===== src/rtl/swms_pkg.sv =====
// Shared types and constants for the stop-and-wait MAC sequencer.
// Holds opcode, result and register codes and the controller/datapath structs.
// No dependencies.
`default_nettype none

package swms_pkg;

   localparam int ADDR_W  = 8;
   localparam int SEQ_W   = 8;
   localparam int ENTRY_W = ADDR_W + SEQ_W;

   // opcodes
   localparam logic [1:0] OP_ENQUEUE  = 2'd0;
   localparam logic [1:0] OP_RX_FRAME = 2'd1;
   localparam logic [1:0] OP_OUTCOME  = 2'd2;

   // attempt results
   localparam logic [1:0] RES_DELIVERED = 2'd0;
   localparam logic [1:0] RES_RETRY     = 2'd1;
   localparam logic [1:0] RES_DROPPED   = 2'd2;
   localparam logic [1:0] RES_NONE      = 2'd3;

   // frame type bytes
   localparam logic [7:0] FRAME_ACK  = 8'h40;
   localparam logic [7:0] FRAME_DATA = 8'h80;

   // configuration registers
   localparam int         CSR_INDEX_W      = 2;
   localparam int         CSR_DATA_W       = 16;
   localparam logic [1:0] CSR_RETRY_LIMIT  = 2'd0;
   localparam logic [1:0] CSR_BACKOFF_BASE = 2'd1;

   localparam logic [3:0]  RETRY_LIMIT_RESET  = 4'd3;
   localparam logic [15:0] BACKOFF_BASE_RESET = 16'd16;

   typedef struct packed {
      logic capture;
      logic next_idx;
      logic set_hit;
      logic finish;
   } swms_cmd_type;

   typedef struct packed {
      logic table_op;
      logic at_end;
      logic match;
   } swms_status_type;

endpackage

`default_nettype wire


===== src/rtl/swms_ctrl.sv =====
// Controller for the MAC sequencer: walks a peer table one entry at a time.
// Depends on swms_pkg for the command and status structs.
`default_nettype none

module swms_ctrl (
   input  wire logic                      clock,
   input  wire logic                      reset,
   input  wire logic                      start,
   output logic                           busy,
   output logic                           rsp_valid,
   input  wire swms_pkg::swms_status_type status,
   output swms_pkg::swms_cmd_type         cmd
);
   import swms_pkg::*;

   localparam logic [2:0] ST_IDLE  = 3'd0;
   localparam logic [2:0] ST_LOOK  = 3'd1;
   localparam logic [2:0] ST_FETCH = 3'd2;
   localparam logic [2:0] ST_MATCH = 3'd3;
   localparam logic [2:0] ST_DONE  = 3'd4;

   logic [2:0] state_ff, state_in;
   logic       valid_ff, valid_in;

   always_comb begin
      state_in = state_ff;
      cmd      = '0;
      case (state_ff)
         ST_IDLE: begin
            if (start) begin
               cmd.capture = 1'b1;
               state_in    = ST_LOOK;
            end
         end
         ST_LOOK: begin
            // skip the table when the item needs none or the filled part is exhausted
            if (!status.table_op || status.at_end) begin
               state_in = ST_DONE;
            end else begin
               state_in = ST_FETCH;
            end
         end
         ST_FETCH: begin
            state_in = ST_MATCH;
         end
         ST_MATCH: begin
            if (status.match) begin
               cmd.set_hit = 1'b1;
               state_in    = ST_DONE;
            end else begin
               cmd.next_idx = 1'b1;
               state_in     = ST_LOOK;
            end
         end
         ST_DONE: begin
            cmd.finish = 1'b1;
            state_in   = ST_IDLE;
         end
         default: begin
            state_in = ST_IDLE;
         end
      endcase
   end

   assign valid_in = (state_ff == ST_DONE);

   always_ff @(posedge clock) begin
      if (reset) begin
         state_ff <= ST_IDLE;
         valid_ff <= 1'b0;
      end else begin
         state_ff <= state_in;
         valid_ff <= valid_in;
      end
   end

   assign busy      = (state_ff != ST_IDLE);
   assign rsp_valid = valid_ff;

endmodule

`default_nettype wire


===== src/rtl/swms_dpath.sv =====
// Datapath for the MAC sequencer: peer tables, retry counter, backoff and result registers.
// Depends on swms_pkg; driven by swms_ctrl through command and status structs.
`default_nettype none

module swms_dpath #(
   parameter int PEER_ENTRIES = 8
) (
   input  wire logic                      clock,
   input  wire logic                      reset,
   input  wire swms_pkg::swms_cmd_type    cmd,
   output swms_pkg::swms_status_type      status,
   input  wire logic [1:0]                req_opcode,
   input  wire logic [7:0]                req_peer_address,
   input  wire logic [7:0]                req_frame_type,
   input  wire logic [7:0]                req_frame_seq,
   input  wire logic                      req_attempt_ok,
   input  wire logic [7:0]                req_reply_type,
   input  wire logic [15:0]               req_random_value,
   input  wire logic                      csr_valid,
   output logic                           csr_ready,
   input  wire logic [swms_pkg::CSR_INDEX_W-1:0] csr_index,
   input  wire logic [swms_pkg::CSR_DATA_W-1:0]  csr_data,
   output logic [7:0]                     rsp_tx_sequence,
   output logic                           rsp_deliver,
   output logic                           rsp_send_ack,
   output logic [1:0]                     rsp_attempt_result,
   output logic [15:0]                    rsp_backoff_ticks,
   output logic [3:0]                     rsp_retry_count,
   output logic                           rsp_table_full
);
   import swms_pkg::*;

   localparam int IDX_W = (PEER_ENTRIES > 1) ? $clog2(PEER_ENTRIES) : 1;
   localparam int CNT_W = $clog2(PEER_ENTRIES + 1);
   localparam logic [CNT_W-1:0] CNT_FULL = CNT_W'(PEER_ENTRIES);

   // captured transaction
   logic [1:0]  opcode_ff;
   logic [7:0]  peer_ff, ftype_ff, fseq_ff, rtype_ff;
   logic        ok_ff;
   logic [15:0] rnd_ff;

   // configuration
   logic [3:0]  limit_ff;
   logic [15:0] base_ff;

   // control state
   logic [CNT_W-1:0] idx_ff;
   logic [CNT_W-1:0] tx_cnt_ff, tx_cnt_in, rx_cnt_ff, rx_cnt_in;
   logic             hit_ff;
   logic [3:0]       retries_ff, retries_in;

   // tables
   logic [ENTRY_W-1:0] tx_mem [PEER_ENTRIES];
   logic [ENTRY_W-1:0] rx_mem [PEER_ENTRIES];
   logic [ENTRY_W-1:0] tx_rd_ff, rx_rd_ff;

   // result registers
   logic [7:0]  txseq_ff, txseq_in;
   logic        deliver_ff, deliver_in;
   logic        ack_ff, ack_in;
   logic [1:0]  result_ff, result_in;
   logic [15:0] ticks_ff, ticks_in;
   logic        full_ff, full_in;

   logic               use_tx;
   logic [CNT_W-1:0]   cnt_sel;
   logic               sel_full;
   logic [ADDR_W-1:0]  rd_addr;
   logic [SEQ_W-1:0]   rd_seq;
   logic               tx_we, rx_we;
   logic [IDX_W-1:0]   wr_idx;
   logic [ENTRY_W-1:0] wr_entry;
   logic [15:0]        window, mask;

   assign use_tx   = (opcode_ff == OP_ENQUEUE);
   assign cnt_sel  = use_tx ? tx_cnt_ff : rx_cnt_ff;
   assign sel_full = (cnt_sel == CNT_FULL);
   assign rd_addr  = use_tx ? tx_rd_ff[ENTRY_W-1:SEQ_W] : rx_rd_ff[ENTRY_W-1:SEQ_W];
   assign rd_seq   = use_tx ? tx_rd_ff[SEQ_W-1:0] : rx_rd_ff[SEQ_W-1:0];
   assign wr_idx   = hit_ff ? idx_ff[IDX_W-1:0] : cnt_sel[IDX_W-1:0];

   assign status.table_op = (peer_ff != '0) &&
                            ((opcode_ff == OP_ENQUEUE) ||
                             (opcode_ff == OP_RX_FRAME && ftype_ff == FRAME_DATA));
   assign status.at_end   = (idx_ff == cnt_sel);
   assign status.match    = (rd_addr == peer_ff);

   // window wraps to zero past 16 bits, which opens the mask fully
   assign window = base_ff << retries_ff;
   assign mask   = window - 16'd1;

   always_comb begin
      txseq_in   = '0;
      deliver_in = 1'b0;
      ack_in     = 1'b0;
      result_in  = RES_NONE;
      ticks_in   = '0;
      full_in    = 1'b0;
      tx_we      = 1'b0;
      rx_we      = 1'b0;
      wr_entry   = '0;
      retries_in = retries_ff;
      tx_cnt_in  = tx_cnt_ff;
      rx_cnt_in  = rx_cnt_ff;
      case (opcode_ff)
         OP_ENQUEUE: begin
            if (peer_ff != '0) begin
               if (hit_ff) begin
                  txseq_in = rd_seq;
                  tx_we    = 1'b1;
                  wr_entry = {peer_ff, SEQ_W'(rd_seq + 8'd1)};
               end else if (!sel_full) begin
                  tx_we     = 1'b1;
                  wr_entry  = {peer_ff, 8'd1};
                  tx_cnt_in = CNT_W'(tx_cnt_ff + 1'b1);
               end else begin
                  full_in = 1'b1;
               end
            end
         end
         OP_RX_FRAME: begin
            if (ftype_ff == FRAME_DATA) begin
               ack_in     = 1'b1;
               deliver_in = 1'b1;
               if (peer_ff != '0) begin
                  if (hit_ff) begin
                     // drop a repeat of the last accepted sequence
                     if (rd_seq == fseq_ff) begin
                        deliver_in = 1'b0;
                     end else begin
                        rx_we    = 1'b1;
                        wr_entry = {peer_ff, fseq_ff};
                     end
                  end else if (!sel_full) begin
                     rx_we     = 1'b1;
                     wr_entry  = {peer_ff, fseq_ff};
                     rx_cnt_in = CNT_W'(rx_cnt_ff + 1'b1);
                  end else begin
                     full_in = 1'b1;
                  end
               end
            end
         end
         OP_OUTCOME: begin
            if (ok_ff && rtype_ff == FRAME_ACK) begin
               retries_in = '0;
               result_in  = RES_DELIVERED;
            end else if (retries_ff >= limit_ff) begin
               retries_in = '0;
               result_in  = RES_DROPPED;
            end else begin
               ticks_in   = rnd_ff & mask;
               retries_in = 4'(retries_ff + 4'd1);
               result_in  = RES_RETRY;
            end
         end
         default: begin
         end
      endcase
   end

   // capture the request
   always_ff @(posedge clock) begin
      if (cmd.capture) begin
         opcode_ff <= req_opcode;
         peer_ff   <= req_peer_address;
         ftype_ff  <= req_frame_type;
         fseq_ff   <= req_frame_seq;
         ok_ff     <= req_attempt_ok;
         rtype_ff  <= req_reply_type;
         rnd_ff    <= req_random_value;
      end
   end

   // configuration registers; writes are always taken
   assign csr_ready = 1'b1;

   always_ff @(posedge clock) begin
      if (reset) begin
         limit_ff <= RETRY_LIMIT_RESET;
         base_ff  <= BACKOFF_BASE_RESET;
      end else if (csr_valid) begin
         case (csr_index)
            CSR_RETRY_LIMIT:  limit_ff <= csr_data[3:0];
            CSR_BACKOFF_BASE: base_ff  <= csr_data;
            default: begin
            end
         endcase
      end
   end

   // scan index, fill counts, retry counter
   always_ff @(posedge clock) begin
      if (reset) begin
         idx_ff     <= '0;
         hit_ff     <= 1'b0;
         tx_cnt_ff  <= '0;
         rx_cnt_ff  <= '0;
         retries_ff <= '0;
      end else begin
         if (cmd.capture) begin
            idx_ff <= '0;
            hit_ff <= 1'b0;
         end else begin
            if (cmd.next_idx) begin
               idx_ff <= CNT_W'(idx_ff + 1'b1);
            end
            if (cmd.set_hit) begin
               hit_ff <= 1'b1;
            end
         end
         if (cmd.finish) begin
            tx_cnt_ff  <= tx_cnt_in;
            rx_cnt_ff  <= rx_cnt_in;
            retries_ff <= retries_in;
         end
      end
   end

   // peer tables; entries past the fill count are never read for a decision
   always_ff @(posedge clock) begin
      if (cmd.finish && tx_we) begin
         tx_mem[wr_idx] <= wr_entry;
      end
      tx_rd_ff <= tx_mem[idx_ff[IDX_W-1:0]];
   end

   always_ff @(posedge clock) begin
      if (cmd.finish && rx_we) begin
         rx_mem[wr_idx] <= wr_entry;
      end
      rx_rd_ff <= rx_mem[idx_ff[IDX_W-1:0]];
   end

   // hold results for the strobe cycle
   always_ff @(posedge clock) begin
      if (cmd.finish) begin
         txseq_ff   <= txseq_in;
         deliver_ff <= deliver_in;
         ack_ff     <= ack_in;
         result_ff  <= result_in;
         ticks_ff   <= ticks_in;
         full_ff    <= full_in;
      end
   end

   assign rsp_tx_sequence    = txseq_ff;
   assign rsp_deliver        = deliver_ff;
   assign rsp_send_ack       = ack_ff;
   assign rsp_attempt_result = result_ff;
   assign rsp_backoff_ticks  = ticks_ff;
   assign rsp_retry_count    = retries_ff;
   assign rsp_table_full     = full_ff;

endmodule

`default_nettype wire


===== src/rtl/stop_and_wait_mac_sequencer_top.sv =====
// Stop-and-wait MAC sequencer: per-peer sequence tables, retry counter, backoff.
// Sequence: after accept the controller checks in LOOK whether a table walk is needed; each
// entry visited takes the LOOK, FETCH and MATCH states, FETCH covering the registered table read.
// The walk ends in DONE, and the result strobe comes from a register set in DONE. A new
// transaction is taken only in IDLE, once the last one is through. Results cannot be stalled.
// Reset (synchronous): tables empty, retry counter zero, retry_limit 3, backoff_base 16.
`default_nettype none

module stop_and_wait_mac_sequencer_top #(
   parameter int PEER_ENTRIES = 8
) (
   input  wire logic                             clock,
   input  wire logic                             reset,
   input  wire logic                             start,
   output logic                                  busy,
   input  wire logic [1:0]                       req_opcode,
   input  wire logic [7:0]                       req_peer_address,
   input  wire logic [7:0]                       req_frame_type,
   input  wire logic [7:0]                       req_frame_seq,
   input  wire logic                             req_attempt_ok,
   input  wire logic [7:0]                       req_reply_type,
   input  wire logic [15:0]                      req_random_value,
   input  wire logic                             csr_valid,
   output logic                                  csr_ready,
   input  wire logic [swms_pkg::CSR_INDEX_W-1:0] csr_index,
   input  wire logic [swms_pkg::CSR_DATA_W-1:0]  csr_data,
   output logic                                  rsp_valid,
   output logic [7:0]                            rsp_tx_sequence,
   output logic                                  rsp_deliver,
   output logic                                  rsp_send_ack,
   output logic [1:0]                            rsp_attempt_result,
   output logic [15:0]                           rsp_backoff_ticks,
   output logic [3:0]                            rsp_retry_count,
   output logic                                  rsp_table_full
);
   import swms_pkg::*;

   swms_cmd_type    cmd;
   swms_status_type status;

   swms_ctrl u_ctrl (
      .clock     (clock),
      .reset     (reset),
      .start     (start),
      .busy      (busy),
      .rsp_valid (rsp_valid),
      .status    (status),
      .cmd       (cmd)
   );

   swms_dpath #(
      .PEER_ENTRIES (PEER_ENTRIES)
   ) u_dpath (
      .clock              (clock),
      .reset              (reset),
      .cmd                (cmd),
      .status             (status),
      .req_opcode         (req_opcode),
      .req_peer_address   (req_peer_address),
      .req_frame_type     (req_frame_type),
      .req_frame_seq      (req_frame_seq),
      .req_attempt_ok     (req_attempt_ok),
      .req_reply_type     (req_reply_type),
      .req_random_value   (req_random_value),
      .csr_valid          (csr_valid),
      .csr_ready          (csr_ready),
      .csr_index          (csr_index),
      .csr_data           (csr_data),
      .rsp_tx_sequence    (rsp_tx_sequence),
      .rsp_deliver        (rsp_deliver),
      .rsp_send_ack       (rsp_send_ack),
      .rsp_attempt_result (rsp_attempt_result),
      .rsp_backoff_ticks  (rsp_backoff_ticks),
      .rsp_retry_count    (rsp_retry_count),
      .rsp_table_full     (rsp_table_full)
   );

endmodule

`default_nettype wire


===== config.mk =====
export PLATFORM = sky130hd
export DESIGN_NAME = stop_and_wait_mac_sequencer_top
export DESIGN_NICKNAME = d
export VERILOG_FILES = /design/src/rtl/swms_pkg.sv /design/src/rtl/swms_ctrl.sv /design/src/rtl/swms_dpath.sv /design/src/rtl/stop_and_wait_mac_sequencer_top.sv
export SDC_FILE = /design/constraint.sdc
export NUM_CORES = 1
export LEC_CHECK = 0
export ABC_AREA = 1
export BUFFER_PORTS_ARGS = -buffer_cell sky130_fd_sc_hd__buf_2
export CORE_AREA = 2 2 210 212
export CTS_BUF_LIST = sky130_fd_sc_hd__clkbuf_4
export CTS_CLUSTER_SIZE = 25
export DETAILED_ROUTE_END_ITERATION = 12
export DIE_AREA = 0 0 212 214
export PLACE_DENSITY = 0.63
export SYNTH_ARGS = -nofsm -noshare
export SYNTH_HDL_FRONTEND = slang
export SYNTH_SLANG_ARGS = --single-unit

===== constraint.sdc =====
create_clock -name clock -period 4.5 [get_ports clock]
set_clock_uncertainty 0.05 [all_clocks]
set_input_delay 0.225 -clock clock [delete_from_list [all_inputs] [get_ports clock]]
set_output_delay 0.225 -clock clock [all_outputs]
set_load 0.02 [all_outputs]

==> results by group, run 1 <==
Run status
  • Outcome: finished clean

CTS
  • Clock-pin slew on the worst setup and hold paths: about 60 ps
  • Clk Latency, worst-skew pair: roughly 840 ps
  • CTS tree: done
  • H-tree Lvls: 3
  • Postcts setup bufs: 0
  • PostCTS Resize Cnt: 0
  • Clock buffer count from CTS: 102
  • Hold_buf cts: 94
  • Root Buffer: clkbuf_4
  • Longest Clk Path Bufs: 3
  • Clk sink count: around 410

Logic synthesis
  • Post-Synth XOR/XNOR Area: under 10%
  • Synth Cell Area: ~17000 µm²
  • Cell variety after synth: 44
  • Syn nets: 1657
  • Simple-Gate Fraction of Synth Area: about 16%
  • Compound-Gate Fraction of Synth Area: around a tenth
  • Top cell type's share of synthesized area: 59.3%
  • Multiplexer share of the synthesized area: 0%
  • Register area share after synthesis: around two thirds
  • Largest family of logic cells by synthesized area: simple AND/OR/NAND/NOR gates
  • Synth top area cells: edfxtp_1 59%, dfxtp_1 8.6%, nor2_1 7.3%
  • Top cell type by total area after synthesis: edfxtp_1
  • Syn avg cell area: 10.8 µm²
  • YS warnings: 0
  • Adder-cell share of the synthesized area: less than 1%
  • Synthesized flop and latch total: approximately 400
  • Gate Count Post-Synth: between 1.5k and 2k

Setup path
  • CP Capture Type: flop
  • Startpoint Class: flop
  • Crit path DAT: between 3000 and 4000 ps
  • Worst Path Required: about 4900 ps
  • Critical path peak fanout: 32
  • Crit path kind: flop to flop

Floorplan
  • DIE AREA: between 40000 and 50000 µm²
  • Die height: approximately 210 µm
  • FP Rows: 76
  • Initial Util: between 30% and 40%
  • I/O pin cnt: approximately 110
  • Die width: between 200 and 250 µm
  • Core ar.: 42900 µm²

Place
  • Routability cong.: about 0.86
  • Port Buffers: 107
  • DP Wirelength: between 20000 and 30000 µm

Timing
  • Fin. Hold Viols: 0
  • Slew margin rel.: a little over a quarter
  • Least-Margin Pin Slew: ~1100 ps
  • Final setup vio count: 0
  • Setup TNS: 0 ps
  • Max-slew violations: 0
  • Min Tclk post-route: 3260 ps
  • Fmax: 306 MHz
  • Final Cycle Share: around 73%
  • RSZ-0062 raised after global routing: no

Detailed routing
  • DR pass1 iterations: 6
  • DRC violations left: 0
  • DR vias: around 13k
  • Wire length per cell: 17.2 µm
  • Vias per cell: ~5
  • Final WL: around 43000 µm
  • Post-route ant nets: 0
  • Drt initial violations: ~1000

Final layout
  • Share of cells above drive strength 1: 18.5%
  • Final nets: between 1.5k and 2k
  • Most common cell after layout, fill and taps aside: edfxtp_1
  • Most frequent cells in the layout: 336 x edfxtp_1, 330 x nor2_1, 175 x o21ai_0, 172 x nand2_1, 156 x clkbuf_4
  • Synth-to-layout area growth: 20.6%

Power
  • Pwr dens: around 380 nW/µm²
  • Leak: 7.79 nW
  • Combinational share of power: between 5 and 6%
  • Sw frac: between 20% and 30%
  • P_int: 5.90 mW
  • Clk pwr share: 40.6%
  • Final Power: about 7.7 mW
  • Seq pwr share: between 50% and 60%
  • Switching power total: 1.80 mW
  • Worst VDD drop: 245 µV

Global routing
  • Pin count of the biggest net entering global routing: 90
  • First-pass GRT wire length: roughly 67000 µm
  • Gr usage total: between 10% and 20%
  • Antenna violations before repair: 2
  • Vias in the first global route: 12.3k
  • Remaining Overflow, GRT: 0

Job
  • Max-Cap Viols: 0

Hold path
  • Worst Hold Class: primary input to flop
==> synth_stat cells, drive strengths merged <==
library cell	instances
nor3b	2
nand4	10
o21ai	199
or2	6
nor3	14
ha	10
a21boi	1
a211oi	2
edfxtp	336
nand2	176
a31oi	32
nand3	102
inv	104
o21bai	1
o22ai	34
nor2	338
conb	1
clkinv	2
dfxtp	73
buf	26
clkbuf	47
o21a	1
a21oi	32
nand3b	1
o211ai	2
o32ai	1
xnor2	1
nor4	1
xor2	19
==> power by group through the flow <==
stage	Sequential [mW]	Combinational (mW)	Clock (mW)
floorplan	4.26	0.210	0
global placement	4.26	0.321	0
detailed placement	4.26	0.327	0
CTS	4.18	0.390	3.22
global route	4.18	0.437	3.42
finish	4.18	0.392	3.13
==> routing by layer <==
metal / global-route usage [%] / up-vias / wire length, µm
li1: - / 6099 / -
met1: 23.4 / 5981 / 18100
met2: 32.0 / 445 / 21300
met3: 4.79 / 89 / 2750
met4: 7.54 / 0 / 1210
met5: 0 / - / 0
==> final timing paths <==
path	startpoint	end	slack (ps)	depth (start not counted)
worst min-delay path	req_frame_seq[6]	u_dpath.fseq_ff[6]	70	2
worst max-delay path	u_dpath.opcode_ff[0]	u_dpath.rx_mem[7][12]	1240	10
worst max register to register	u_dpath.opcode_ff[0]	u_dpath.rx_mem[7][12]	1240	10
worst min register to register	u_dpath.limit_ff[2]	u_dpath.limit_ff[2]	420	2
==> registers in the layout (all words and copies together) (netlist names), 16 cells and up <==
register,flops
u_dpath.rx_mem,128
u_dpath.rsp_backoff_ticks,16
u_dpath.tx_mem,128
u_dpath.tx_rd_ff,16
u_dpath.base_ff,16
u_dpath.rnd_ff,16
u_dpath.rx_rd_ff,16
==> metrics by stage <==
stage | utilization, % | hold WS (ps) | std cells | setup slack [ps] | area [µm²]
6_report | 47.9 | 73.0 | 2520 | 1240 | 20500
3_3_place_gp | 42.5 | 353 | 2228 | 1330 | 18200
5_1_grt | 47.8 | 3.81 | 2518 | 886 | 20500
3_5_place_dp | 42.5 | 353 | 2228 | 1220 | 18200
2_1_floorplan | - | 247 | 1574 | 1170 | 17000
4_1_cts | 47.8 | 0.652 | 2516 | 1260 | 20500
==> final cells by class <==
class                      count  area, µm²
fill                        3915      22400
sequential                   409      11600
multi-input combinational    986       4720
timing repair buffer         236       1740
clock buffer                 156       1170
tap                          585        732
inverter                     106        399
clock inverter                38        191
antenna                        4       10.0
==> critical path, cell delays in order (launching register included) <==
cell and delay [ps]:
edfxtp_1 440, nor2_4 240, buf_4 400, nand2_1 110, o21ai_2 140, inv_1 100, o22ai_1 130, nor2_1 80
nand3_1 130, o21ai_4 180, a21oi_1 890
==> cell families after synthesis <==
kind of cell | after synthesis
adder cells (fa/ha/maj) | 10
buffers and inverters | 179
XOR/XNOR | 20
AND/OR/NAND/NOR | 650
flip-flops | 409
other | 1
AO/OA/AOI/OAI | 305
Note: power is estimated with default switching activity, not from simulation.
==> inputs of run 2 (changes only) <==
Settings changed: PLACE_DENSITY 0.63 to 0.65.
Clock period 4.5 ns to 2.7 ns, I/O delays scaled along.
==> results by group, run 2 (synthesis results as in run 1) <==
Floorplan
  • Initial Util: 39.7% (unchanged)
  • Die height: 214 µm (unchanged)
  • Die width: 212 µm (unchanged)
  • Core ar.: 42900 µm² (unchanged)
  • I/O pin cnt: 109 (unchanged)
  • FP Rows: 76 (unchanged)
  • DIE AREA: 45400 µm² (unchanged)

Global routing
  • Pin count of the biggest net entering global routing: 133 (was 90)
  • First-pass GRT wire length: 69100 µm (was 66600 µm)
  • Antenna violations before repair: 0 (was 2)
  • Remaining Overflow, GRT: 0 (unchanged)
  • Vias in the first global route: 13.1k (was 12.3k)
  • Gr usage total: 19.7% (was 19.0%)

Setup path
  • Startpoint Class: flop (unchanged)
  • Worst Path Required: 3140 ps (was 4880 ps)
  • CP Capture Type: flop (unchanged)
  • Critical path peak fanout: 24 (was 32)
  • Crit path kind: flop to flop (unchanged)
  • Crit path DAT: 3020 ps (was 3640 ps)

Timing
  • Fin. Hold Viols: 0 (unchanged)
  • RSZ-0062 raised after global routing: no (unchanged)
  • Setup TNS: 0 ps (unchanged)
  • Max-slew violations: 0 (unchanged)
  • Final setup vio count: 0 (unchanged)
  • Final Cycle Share: 95.3% (was 72.5%)
  • Least-Margin Pin Slew: 851 ps (was 1110 ps)
  • Min Tclk post-route: 2570 ps (was 3260 ps)
  • Min Hold Slack: 65.9 ps (was 73.0 ps)
  • Slew margin rel.: 42.8% (was 26.3%)
  • Fmax: 389 MHz (was 306 MHz)

Job
  • Max-Cap Viols: 0 (unchanged)

Place
  • Placed cell count: 2275 (was 2228)
  • Routability cong.: 0.900 (was 0.864)
  • Port Buffers: 107 (unchanged)
  • DP Wirelength: 27200 µm (was 25500 µm)

Power
  • Worst VDD drop: 446 µV (was 245 µV)
  • Leak: 8.23 nW (was 7.79 nW)
  • Pwr dens: 608 nW/µm² (was 375 nW/µm²)
  • Final Power: 13.0 mW (was 7.70 mW)

Final layout
  • Largest regs: u_dpath.rx_mem (128), u_dpath.tx_mem (128) (unchanged)
  • Most frequent cells in the layout: 336 x edfxtp_1, 329 x nor2_1, 174 x o21ai_0, 172 x nand2_1, 160 x clkbuf_4 (was 336 x edfxtp_1, 330 x nor2_1, 175 x o21ai_0, 172 x nand2_1, 156 x clkbuf_4)
  • Non-filler cells, final: 2597 (was 2520)
  • Final Util: 49.8% (was 47.9%)
  • Synth-to-layout area growth: 25.6% (was 20.6%)
  • Share of cells above drive strength 1: 20.3% (was 18.5%)
  • ANT cells: 0 (was 4)
  • Most common cell after layout, fill and taps aside: edfxtp_1 (unchanged)
  • Final nets: 2013 (was 1924)

Detailed routing
  • Drt initial violations: 1126 (was 995)
  • Wire length per cell: 17.4 µm (was 17.2 µm)
  • DR pass1 iterations: 6 (unchanged)
  • Vias per cell: 5.07 (was 5.01)
  • DRC violations left: 0 (unchanged)
  • Final WL: 45200 µm (was 43400 µm)
  • Post-route ant nets: 0 (unchanged)
  • DR vias: 13.2k (was 12.6k)

CTS
  • Root Buffer: clkbuf_4 (unchanged)
  • CTS tree: done (unchanged)
  • Clock buffer count from CTS: 99 (was 102)
  • Postcts setup bufs: 0 (unchanged)
  • Clk sink count: 409 (unchanged)
  • Clock-pin slew on the worst setup and hold paths: 70 ps (was 60 ps)
  • Clk Latency, worst-skew pair: 820 ps (was 840 ps)
  • H-tree Lvls: 3 (unchanged)
  • Longest Clk Path Bufs: 3 (unchanged)

Hold path
  • Worst Hold Class: primary input to flop (unchanged)

Run status
  • Outcome: finished clean (unchanged)
## run 2: cell count changes in the layout (fill, tap and decap cells not counted), sizes merged
| cell | change |
|---|---|
| buf | +47 |
| dlygate4sd3 | +45 |
| clkinv | -16 |
| diode | -4 |
| clkbuf | +4 |
| bufinv | +1 |
## run 2: final timing paths
kind | startpoint | end | slack (ps) | cells past startpoint
hold / removal | req_frame_seq[2] | u_dpath.fseq_ff[2] | 70 | 2
setup / recovery | u_dpath.opcode_ff[0] | u_dpath.rx_mem[3][9] | 130 | 14
setup reg to reg | u_dpath.opcode_ff[0] | u_dpath.rx_mem[3][9] | 130 | 14
hold reg to reg | u_dpath.limit_ff[2] | u_dpath.limit_ff[2] | 410 | 2
## run 2: where the power goes
group          total, mW  switching (mW)  internal [mW]  leakage, nW
Combinational      0.764           0.441          0.323         3.72
Clock               5.28            2.49           2.78        0.801
Sequential          6.96          0.0592           6.90         3.71
Total               13.0            2.99           10.0         8.23
## run 2: through the flow
step / instance area, µm² / setup slack [ps]
after detailed placement: 18600 / -10.5
after floorplan: 17000 / 1.62
after global placement: 18600 / 109
after global routing: 21400 / 11.1
after CTS: 21300 / 71.8
final: 21400 / 126
## run 2: cell type report
type	count	area (µm²)
Clock inverter	23	130
Timing Repair Buffer	328	2600
Tap cell	585	732
Fill cell	3744	21500
Sequential cell	409	11600
Clock buffer	160	1200
Inverter	106	399
Multi-Input combinational cell	986	4750
## run 2: worst max-delay path, cell delays in order (launching register included)
cell and delay [ps]:
edfxtp_1 440, nor2_4 170, buf_12 180, buf_4 150
nand2_2 50, o21ai_2 70, inv_2 60, nand2_1 50
nand2_1 60, nor3_2 210, inv_1 100, o21ai_4 190
buf_8 170, a21oi_1 80, buf_4 210
## run 2: what timing repair did
item | CTS | global route
gates resized for setup | 1 | 8
hold endpoints to repair | 139 | 0
setup endpoints to repair | 16 | 361
hold buffers | 139 | 0
## run 2: metal layers
metal / track usage, % / vias to the layer above / part of all wire, %
met1: 23.6 / 6350 / 41
met2: 34.8 / 452 / 51
met3: 3.81 / 97 / 5.5
met5: 0 / - / 0
li1: - / 6261 / -
met4: 7.68 / 0 / 2.8
==> inputs of run 3 (changes only) <==
Settings changed: CAP_MARGIN set to 20, SETUP_SLACK_MARGIN set to 0.15.
==> results by group, run 3 (synthesis results as in run 1) <==
Place
  • Port Buffers: 107 (unchanged)
  • Routability cong.: 0.911 (was 0.900)
  • DP Wirelength: 27600 µm (was 27200 µm)
  • Place WS: 92.2 ps (was -10.5 ps)

Floorplan
  • Core ar.: 42900 µm² (unchanged)
  • Initial Util: 39.7% (unchanged)
  • Die height: 214 µm (unchanged)
  • I/O pin cnt: 109 (unchanged)
  • Die width: 212 µm (unchanged)
  • FP Rows: 76 (unchanged)
  • DIE AREA: 45400 µm² (unchanged)

Timing
  • Slew margin rel.: 47.8% (was 42.8%)
  • Min Tclk post-route: 2580 ps (was 2570 ps)
  • Fin. Hold Viols: 0 (unchanged)
  • Min Hold Slack: 53.9 ps (was 65.9 ps)
  • Max-slew violations: 0 (unchanged)
  • Least-Margin Pin Slew: 784 ps (was 851 ps)
  • Final setup vio count: 0 (unchanged)
  • Final WS setup: 121 ps (was 126 ps)
  • Setup TNS: 0 ps (unchanged)
  • RSZ-0062 raised after global routing: yes (was no)
  • Fmax: 388 MHz (was 389 MHz)
  • Final Cycle Share: 95.5% (was 95.3%)

Detailed routing
  • WL met1: 19300 µm (was 18400 µm)
  • Vias per cell: 5.09 (was 5.07)
  • DR pass1 iterations: 8 (was 6)
  • DR vias: 13.1k (was 13.2k)
  • Post-route ant nets: 0 (unchanged)
  • Wire length on met2: 21200 µm (was 23100 µm)
  • Final WL: 45200 µm (about the same)
  • DRC violations left: 0 (unchanged)
  • Wire length per cell: 17.6 µm (was 17.4 µm)
  • Drt initial violations: 1700 (was 1126)
  • DR WL met3: 3570 µm (was 2480 µm)
  • Highest Signal Layer: met4 (unchanged)

Setup path
  • Most used cell, CP: nand2_1
  • CP Capture Type: flop (unchanged)
  • Crit path DAT: 3110 ps (was 3020 ps)
  • Crit path kind: flop to flop (unchanged)
  • Critical Path, Cell by Cell: nor2_4, clkbuf_16, nand2_1, o21ai_4, ha_1, nand3_1, nor2_1, nand2_1, xor2_1, o21ai_1, buf_6 (was nor2_4, buf_12, buf_4, nand2_2, o21ai_2, inv_2, nand2_1, nand2_1, nor3_2, inv_1, o21ai_4, buf_8, a21oi_1, buf_4)
  • Critical path's slowest cell: edfxtp_1 (unchanged)
  • Critical path peak fanout: 16 (was 24)
  • Startpoint Class: flop (unchanged)
  • Worst Path Required: 3230 ps (was 3140 ps)
  • Largest stage delay on the critical path: 450 ps (was 440 ps)

Final layout
  • Most common cell after layout, fill and taps aside: edfxtp_1 (unchanged)
  • Share of cells above drive strength 1: 22.6% (was 20.3%)
  • Synth-to-layout area growth: 26.0% (was 25.6%)
  • # fillers: 3762 (was 3744)
  • Largest regs: u_dpath.rx_mem (128), u_dpath.tx_mem (128) (unchanged)
  • Most frequent cells in the layout: 336 x edfxtp_1, 313 x nor2_1, 170 x nand2_1, 169 x o21ai_0, 158 x clkbuf_4 (was 336 x edfxtp_1, 329 x nor2_1, 174 x o21ai_0, 172 x nand2_1, 160 x clkbuf_4)
  • Final nets: 1989 (was 2013)

Global routing
  • Pin count of the biggest net entering global routing: 133 (unchanged)
  • Antenna violations before repair: 3 (was 0)
  • Remaining Overflow, GRT: 0 (unchanged)
  • Vias in the first global route: 12.7k (was 13.1k)
  • Gr usage total: 19.3% (was 19.7%)
  • First-pass GRT wire length: 67900 µm (was 69100 µm)

CTS
  • Clock-pin slew on the worst setup and hold paths: 70 ps (about the same)
  • Root Buffer: clkbuf_4 (unchanged)
  • Clk sink count: 409 (unchanged)
  • CTS tree: done (unchanged)
  • Clk Latency, worst-skew pair: 780 ps (was 820 ps)
  • Clock buffer count from CTS: 97 (was 99)
  • Longest Clk Path Bufs: 3 (unchanged)
  • H-tree Lvls: 3 (unchanged)

Power
  • Clk pwr share: 39.9% (was 40.6%)
  • Leak: 8.19 nW (was 8.23 nW)
  • Pwr dens: 600 nW/µm² (was 608 nW/µm²)
  • Seq pwr share: 54.1% (was 53.5%)
  • Sw frac: 22.7% (was 23.0%)
  • Combinational share of power: 6.0% (was 5.9%)
  • Switching power total: 2.92 mW (was 2.99 mW)
  • Worst VDD drop: 326 µV (was 446 µV)
  • P_int: 9.95 mW (was 10.0 mW)

Hold path
  • Worst Hold Class: primary input to flop (unchanged)

Job
  • Max-Cap Viols: 0 (unchanged)

Run status
  • Outcome: finished clean (unchanged)
==> run 3: changes by cell type in the layout (fill, tap and decap cells not counted), moves of 6 or more <==
cell,before,now
nor2_2,5,15
o21ai_4,2,8
nor2_1,329,313
dlygate4sd3_1,139,107
nor2_4,4,10
buf_6,1,20
buf_4,76,57
==> run 3: final timing paths <==
check | end | slack (ps) | cells past startpoint | start
worst max-delay path | u_dpath.tx_mem[0][6] | 120 | 11 | u_dpath.opcode_ff[0]
worst min-delay path | u_dpath.rnd_ff[4] | 50 | 2 | req_random_value[4]
worst max register to register | u_dpath.tx_mem[0][6] | 120 | 11 | u_dpath.opcode_ff[0]
worst min register to register | u_dpath.limit_ff[2] | 410 | 2 | u_dpath.limit_ff[2]
==> run 3: critical path, delay by kind of cell (launching register included) <==
family                     cells  cell delay (ps)
buffers and inverters          2              450
xor gates and xnor gates       1              170
adders and majority gates      1              210
DFF                            1              450
and+or+nand+nor                5              750
AOI/OAI and AO/OA              2              300
==> run 3: power groups by stage <==
stage                     Sequential [mW]  Clock (mW)  Combinational, mW
after detailed placement             7.09           0              0.593
after floorplan                      7.09           0              0.352
final                                6.96        5.13              0.778
after CTS                            6.95        5.24              0.708
after global placement               7.09           0              0.579
after global routing                 6.96        5.59              0.847
==> run 3: cell type report <==
class	instances	area (µm²)	area share [%]
sequential	409	11600	53.9
multi-input combinational	986	4920	22.9
timing repair buffer	305	2520	11.7
clock buffer	157	1180	5.50
tap	585	732	3.41
inverter	106	403	1.88
clock inverter	18	123	0.572
timing repair inverter	1	5.00	0.0233
antenna	2	5.00	0.0233
==> run 3: metrics by stage <==
step           instance area (µm²)  std cells  total power, mW  util (%)
6_report                     21400       2569             12.9      50.0
4_1_cts                      21000       2544             12.9      48.9
2_1_floorplan                17000       1574             7.44         -
3_5_place_dp                 18600       2264             7.68      43.4
5_1_grt                      21400       2569             13.4      50.0
3_3_place_gp                 18600       2264             7.67      43.4
==> run 3: metal layers <==
layer  track usage, %  vias to the layer above
met1             25.7                     6241
met3             4.19                       89
li1                 -                     6204
met5                0                        -
met2             31.2                      547
met4             6.46                        0
==> run 3: what timing repair did <==
item / in CTS / in global routing
pin swaps: 1 / 11
endpoints found under the setup margin: 202 / 329
gates resized for setup: 2 / 75
gates cloned: 0 / 8
hold buffers: 102 / 5
setup buffers: 3 / 10
hold endpoints to repair: 105 / 5
